File: config.mk
export PLATFORM = sky130hd
export DESIGN_NAME = ssp_sqrt
export DESIGN_NICKNAME = d
export VERILOG_FILES = /design/src/sv/ssp_pkg.sv /design/src/sv/ssp_sqrt.sv
export SDC_FILE = /design/constraint.sdc
export NUM_CORES = 2
export LEC_CHECK = 0
export BUFFER_PORTS_ARGS = -buffer_cell sky130_fd_sc_hd__buf_2
export CORE_MARGIN = 4
export CORE_UTILIZATION = 30
export DETAILED_ROUTE_END_ITERATION = 10
export SLEW_MARGIN = 20
export SYNTH_ARGS = -nofsm -noshare
export SYNTH_HDL_FRONTEND = slang
export SYNTH_SLANG_ARGS = --single-unit
File: constraint.sdc
create_clock -name clk -period 5.13 [get_ports clk]
set_clock_uncertainty 0.15 [all_clocks]
set_input_delay 1.026 -clock clk [delete_from_list [all_inputs] [get_ports clk]]
set_output_delay 1.026 -clock clk [all_outputs]
set_load 0.01 [all_outputs]
File: src/sv/ssp_pkg.sv
// shared types and constants for the sphere pushout pipeline
// no dependencies
package ssp_pkg;

	localparam int COORD_W = 24;
	localparam int RAD_W   = 23;
	localparam int MAG_W   = 24;
	localparam int SQ_W    = 50;
	localparam int ROOT_W  = 25;
	localparam int H_W     = 26;
	localparam int HMAG_W  = 25;
	localparam int PROD_W  = 49;
	localparam int NUM_W   = 50;
	localparam int DEN_W   = 26;
	localparam int Q_W     = 24;
	localparam int LATENCY = 3 + ROOT_W + 3 + Q_W + 1;

	localparam logic signed [COORD_W-1:0] PUSH_MAX = {1'b0, {(COORD_W-1){1'b1}}};
	localparam logic signed [COORD_W-1:0] PUSH_MIN = {1'b1, {(COORD_W-1){1'b0}}};
	localparam logic [Q_W-1:0] Q_POS_MAX = {1'b0, {(Q_W-1){1'b1}}};
	localparam logic [Q_W-1:0] Q_NEG_MAX = {1'b1, {(Q_W-1){1'b0}}};

	typedef struct packed {
		logic signed [COORD_W-1:0] center_a_x;
		logic signed [COORD_W-1:0] center_a_y;
		logic signed [COORD_W-1:0] center_a_z;
		logic signed [COORD_W-1:0] center_b_x;
		logic signed [COORD_W-1:0] center_b_y;
		logic signed [COORD_W-1:0] center_b_z;
		logic [RAD_W-1:0]          radius_a;
		logic [RAD_W-1:0]          radius_b;
		logic                      static_a;
		logic                      static_b;
	} ssp_in_t;

	typedef struct packed {
		logic signed [COORD_W-1:0] push_x;
		logic signed [COORD_W-1:0] push_y;
		logic signed [COORD_W-1:0] push_z;
		logic                      apply_move;
		logic                      degenerate;
		logic                      saturated;
	} ssp_out_t;

	// side data carried alongside the square root
	typedef struct packed {
		logic [2:0][MAG_W-1:0] dmag;
		logic [2:0]            dneg;
		logic [MAG_W-1:0]      rsum;
		logic                  move;
		logic                  degen;
	} ssp_sq_tag_t;

	// side data carried alongside the divider
	typedef struct packed {
		logic [2:0] neg;
		logic       move;
		logic       degen;
	} ssp_div_tag_t;

endpackage

File: src/sv/ssp_sqrt.sv
// pipelined integer square root, one result bit per stage
// depends on ssp_pkg
module ssp_sqrt #(
	parameter int TAG_W = 1
) (
	input  logic                      clk,
	input  logic                      arst_n,
	input  logic                      in_valid,
	input  logic [ssp_pkg::SQ_W-1:0]  in_rad,
	input  logic [TAG_W-1:0]          in_tag,
	output logic                      out_valid,
	output logic [ssp_pkg::ROOT_W-1:0] out_root,
	output logic [TAG_W-1:0]          out_tag
);
	import ssp_pkg::*;

	localparam int REM_W = ROOT_W + 2;

	logic [ROOT_W-1:0]             v_s;
	logic [ROOT_W-1:0][REM_W-1:0]  rem_s;
	logic [ROOT_W-1:0][ROOT_W-1:0] root_s;
	logic [ROOT_W-1:0][SQ_W-1:0]   rad_s;
	logic [ROOT_W-1:0][TAG_W-1:0]  tag_s;

	for (genvar k = 0; k < ROOT_W; k++) begin : g_stage
		logic              p_v;
		logic [REM_W-1:0]  p_rem;
		logic [ROOT_W-1:0] p_root;
		logic [SQ_W-1:0]   p_rad;
		logic [TAG_W-1:0]  p_tag;
		logic [REM_W-1:0]  cur;
		logic [REM_W-1:0]  trial;
		logic              take;

		if (k == 0) begin : g_first
			assign p_v    = in_valid;
			assign p_rem  = '0;
			assign p_root = '0;
			assign p_rad  = in_rad;
			assign p_tag  = in_tag;
		end else begin : g_next
			assign p_v    = v_s[k-1];
			assign p_rem  = rem_s[k-1];
			assign p_root = root_s[k-1];
			assign p_rad  = rad_s[k-1];
			assign p_tag  = tag_s[k-1];
		end

		assign cur   = {p_rem[REM_W-3:0], p_rad[SQ_W-1:SQ_W-2]};
		assign trial = {p_root, 2'b01};
		assign take  = (cur >= trial);

		always_ff @(posedge clk or negedge arst_n) begin
			if (!arst_n) begin
				v_s[k] <= 1'b0;
			end else begin
				v_s[k] <= p_v;
			end
		end

		always_ff @(posedge clk) begin
			rem_s[k]  <= take ? (cur - trial) : cur;
			root_s[k] <= {p_root[ROOT_W-2:0], take};
			rad_s[k]  <= {p_rad[SQ_W-3:0], 2'b00};
			tag_s[k]  <= p_tag;
		end
	end

	assign out_valid = v_s[ROOT_W-1];
	assign out_root  = root_s[ROOT_W-1];
	assign out_tag   = tag_s[ROOT_W-1];

endmodule

-- After elaboration in Yosys (flattened, before gate mapping)
Cells that the tools add are included.
- add/subtract/negate cells: 24
- magnitude comparators: 25
- mux-type cells: 24
- operator list (cell ; number):
    25-bit 2-to-1 mux ; 23
    27-bit by 10-bit greater-or-equal comparator with 1-bit output ; 1
    27-bit by 11-bit greater-or-equal comparator with 1-bit output ; 1
    27-bit by 12-bit greater-or-equal comparator with 1-bit output ; 1
    27-bit by 13-bit greater-or-equal comparator with 1-bit output ; 1
    27-bit by 14-bit greater-or-equal comparator with 1-bit output ; 1
    27-bit by 15-bit greater-or-equal comparator with 1-bit output ; 1
    27-bit by 16-bit greater-or-equal comparator with 1-bit output ; 1
    27-bit by 17-bit greater-or-equal comparator with 1-bit output ; 1
    27-bit by 18-bit greater-or-equal comparator with 1-bit output ; 1
    27-bit by 19-bit greater-or-equal comparator with 1-bit output ; 1
    27-bit by 20-bit greater-or-equal comparator with 1-bit output ; 1
    27-bit by 21-bit greater-or-equal comparator with 1-bit output ; 1
    27-bit by 22-bit greater-or-equal comparator with 1-bit output ; 1
    27-bit by 23-bit greater-or-equal comparator with 1-bit output ; 1
    27-bit by 24-bit greater-or-equal comparator with 1-bit output ; 1
    27-bit by 25-bit greater-or-equal comparator with 1-bit output ; 1
    27-bit by 26-bit greater-or-equal comparator with 1-bit output ; 1
    27-bit by 3-bit greater-or-equal comparator with 1-bit output ; 1
    27-bit by 4-bit greater-or-equal comparator with 1-bit output ; 1
    27-bit by 5-bit greater-or-equal comparator with 1-bit output ; 1
    27-bit by 6-bit greater-or-equal comparator with 1-bit output ; 1
    27-bit by 7-bit greater-or-equal comparator with 1-bit output ; 1
    27-bit by 8-bit greater-or-equal comparator with 1-bit output ; 1
    other kinds (27) ; 27
- register bits after elaboration: 1553
- input port bits: 54
- output and inout bits: 27

-- Depth between registers and ports, before layout
- depth in word-level cells: 2
- depth in mapped cells: 13
- mapped depth without buffers: 12

-- Worst setup path after synthesis
No wires, ideal clock.
- path kind: register to register
- start: reg root_s (netlist bit g_stage[21].p_root[7])
- end: reg rem_s (netlist bit g_stage[22].p_rem[17])
- library setup time: 0.121 ns
- arrival: 2.816 ns
- path slack: 2.043 ns
- cell stages (with the launch flop): 13
- path buffers: 3
- clock period less this slack: 3.087 ns
- cells stage by stage: dfxtp_1 > inv_1 > ha_1 > clkbuf_1 > o21ai_0 > nand2b_1 > a21oi_1 > o41a_1 > o21ai_0 > o21a_1 > clkbuf_1 > clkbuf_1 > mux2_2
- longest elaborated chain between the ends: 2
- ends and longest elaborated chain (item ; line ; source):
    start, declared ; ssp_sqrt.sv:21 ; logic [ROOT_W-1:0][ROOT_W-1:0] root_s;
    start signal, assigned by index ; ssp_sqrt.sv:63 ; root_s[k] <= {p_root[ROOT_W-2:0], take};
    25-bit by 23-bit subtractor with 25-bit output or 27-bit by 23-bit greater-or-equal comparator with 1-bit output (tied branches) ; ssp_sqrt.sv:62, ssp_sqrt.sv:51 ;
    25-bit 2-to-1 mux (*) ; ssp_sqrt.sv:62 ; rem_s[k] <= take ? (cur - trial) : cur;
    end signal, assigned by index ; ssp_sqrt.sv:62 ;
    end, declared ; ssp_sqrt.sv:20 ; logic [ROOT_W-1:0][REM_W-1:0] rem_s;
Mark *: on every way between the ends. The rest lies on a longest branch, timed or not.
A chain may end at the register's enable or synchronous reset.

-- Final worst setup path
- start: reg root_s (netlist bit g_stage[23].p_root[2])
- end: reg rem_s (netlist bit g_stage[24].p_rem[14])
- longest elaborated chain between the ends: 2
- ends and longest elaborated chain (item ; line):
    25-bit subtractor or 27-bit by 25-bit greater-or-equal comparator with 1-bit output (tied branches) ; ssp_sqrt.sv:62, ssp_sqrt.sv:51
    25-bit 2-to-1 mux (*) ; ssp_sqrt.sv:62
Marks and branches as above.

==> flow_summary.yaml <==
clock_tree:
  cts.clk_slew.worst_paths_ns: 0.06
  cts_made_buffers: 163
  clock_sinks: 1543
  h-tree-depth: 4
  worstSkewPairLatency_ns: 0.79
  cts_buffer_depth: 3
  clock-root-buffer: "clkbuf_16"
  cts_tree: "done"
  postCtsSetupRepairBufs: 0
sta:
  rsz0062_at_grt: "no"
  fin_ws_ns: 1.34
  slew_headroom_pct: 31.6
  worst_slew_pin_slew_ns: 1.03
  min_period_ns: 3.79
  max_freq_mhz: 264
  setup_tns_ns: 0
  drv_slew: 0
  finalCritPeriodShare_pct: 74.0
  setup_viol: 0
  hold_viol: 0
detailed_routing:
  totalWireLength_mm: 109
  vias: 36600
  wl_per_cell_um: 13.4
  drtIter0Drc: 1855
  final_antenna_net_count: 0
  dr.pass1.iters: 7
  via_per_inst: 4.50
  drc_errors: 0
placed_design:
  portBuffers: 80
  dp_hpwl_mm: 80.6
  globalplace.congestion: 0.888
  place_ws_ns: 1.34
pwr:
  power_per_cell_area_nw_per_um2: 513
  leakage_nw: 29.9
  ir_drop_mv: 0.323
worst_setup_path:
  crit_required_ns: 5.64
  cpMaxStageDelayCell: "a2111oi_2"
  cp_common_cell: "inv_1"
  endpoint_kind: "flop"
  r2r-start: "g_stage[23].p_root[2]"
  path_cells: "inv_1, ha_1, or3_1, o22ai_1, o21ai_1, a2111oi_2, a211oi_1, nor2_1, inv_1, buf_4, mux2_2"
  reg2reg_slack_ns: 1.34
  worstSetupPathType: "reg -> reg"
  crit_start: "g_stage[23].p_root[2]"
  cp_top_family: "compound AO/OA/AOI/OAI gates"
  cp.arrival_ns: 4.30
  crit_path_max_incr_delay_ns: 0.72
  critPathMaxFanout: 30
  cp-start-kind: "flop"
  cp_num_buf_inv: 3
min_path:
  hp-start: "g_stage[10].p_rad[42]"
  hold_path_class: "reg -> reg"
floorplan:
  placementRows: 157
  fp.dieW_um: 438
  die_area_um2: 192000
  start_util_pct: 30.3
  core_area_um2: 184000
  die_h_um: 438
  io_pins: 81
global_routing:
  met2_usage_pct: 19.4
  grt_overflow: 0
  met1_usage_pct: 13.3
  top_usage_layer: "met2"
  grt_pass1_vias: 36400
  antenna_found_initial: 0
  grt_max_degree: 40
  grt_pass1_wl_mm: 179
  grt_use_met3_pct: 2.35
  grt.total_usage_pct: 11.2
layout:
  nets: 5946
  fillCellCount: 18200
  drive_above_1_share_pct: 8.07
  areaGrowthSynthToFinish_pct: 16.2
  final_cell_mix: "dfxtp_1, inv_1, a21oi_1, ha_1, nor2_1"
  diodes: 0
  final_common_cell: "dfxtp_1"
yosys:
  syn_nets: 5774
  syn_inst: 5369
  syn_area_um2: 55600
  synthArstFlopShare_pct: 1.62
  yosys_warnings: 0
  synth_ff_type: "dfxtp_1"
  synth.largest_area_cell: "dfxtp_1"
  synth-edff-count: 0
  yosysTopAreaCellShare_pct: 54.7
  syn_area_per_cell_um2: 10.3
  yosys-top-cells-area: "dfxtp_1, ha_1, xnor2_1, xor2_1, a21oi_1"
  ys_seq_area_share_pct: 55.8
  synth_cell_types: 85
  yosys_register_bits: 1543
flow_run:
  drv_cap: 0
outcome:
  status: "completed"
[sequential cells by signal, indices dropped and copies added, names as in the netlist]
signal / cells
g_stage.p_rad: 600
g_stage.p_rem: 568
g_stage.p_root: 300
out_root: 25
g_stage.p_tag: 24
g_stage.p_v: 24
out_tag: 1
out_valid: 1
[power breakdown]
group	internal [mW]	switching [mW]	leakage, nW	total (mW)
sequential	14.0	1.40	13.0	15.4
combinational	2.64	3.13	14.2	5.78
clock	7.09	4.86	2.74	12.0
total	23.7	9.39	29.9	33.1
[path summary, 6_finish.rpt]
path	endpoint	depth (start not counted)
worst min-delay path	g_stage[11].p_rad[44]	0
worst max register to register	g_stage[24].p_rem[14]	11
max in group asynchronous	g_stage[17].p_v	2
worst min register to register	g_stage[11].p_rad[44]	0
worst max-delay path	g_stage[24].p_rem[14]	11
min in group asynchronous	g_stage[23].p_v	2
[metrics by stage]
| stage | util [%] | total power [mW] | std cells | hold WS [ns] | cell area [um2] |
|---|---|---|---|---|---|
| 5_1_grt | 35.1 | 35.1 | 8136 | 0.0942 | 64600 |
| 6_report | 35.1 | 33.1 | 8136 | 0.155 | 64600 |
| 3_3_place_gp | 32.0 | 21.3 | 7839 | 0.160 | 58900 |
| 4_1_cts | 35.1 | 33.6 | 8136 | 0.0757 | 64500 |
| 3_5_place_dp | 32.0 | 21.4 | 7839 | 0.162 | 58900 |
| 2_1_floorplan | - | 19.7 | 5369 | 0.160 | 55600 |
[synthesized netlist by cell type (82+ instances only)]
library cell     n
a21o_1         130
a21oi_1        367
clkbuf_1        82
dfxtp_1       1518
ha_1           351
inv_1          451
nand2_1        299
nand3_1         92
nor2_1         347
nor3_1         123
o21ai_0        248
xnor2_1        234
xor2_1         219
[timing repair]
item	in CTS	in global routing
hold buffers	1	0
resized for setup	0	0
hold endpoints to repair	25	0
[cells by family (layout without fill, tap and decap cells)]
kind of cell	count (synthesis)	after routing	share of synthesized area [%]
simple gates	1335	1335	12.1
flops	1543	1543	55.8
buf+inv	543	846	3.68
other cells	1	1	0.00675
mux	59	59	1.18
compound gates	1084	1084	12.2
xor+xnor	453	453	7.14
fa+ha+maj	351	351	7.90
[cell type report]
class	instances	area [um2]	share of cell area, %
Multi-Input combinational cell	3283	22500	34.9
Sequential cell	1543	31000	48.0
Tap cell	2464	3080	4.78
Clock inverter	64	1010	1.56
Timing Repair Buffer	99	546	0.845
Inverter	451	1690	2.62
Clock buffer	232	4670	7.23
[routing by layer]
metal / vias up / routed length (um)
li1: 18700 / -
met1: 16900 / 48100
met2: 677 / 52100
met3: 255 / 4330
met4: 0 / 4250
met5: - / 0
No activity file was read; power rests on OpenSTA's default activity.
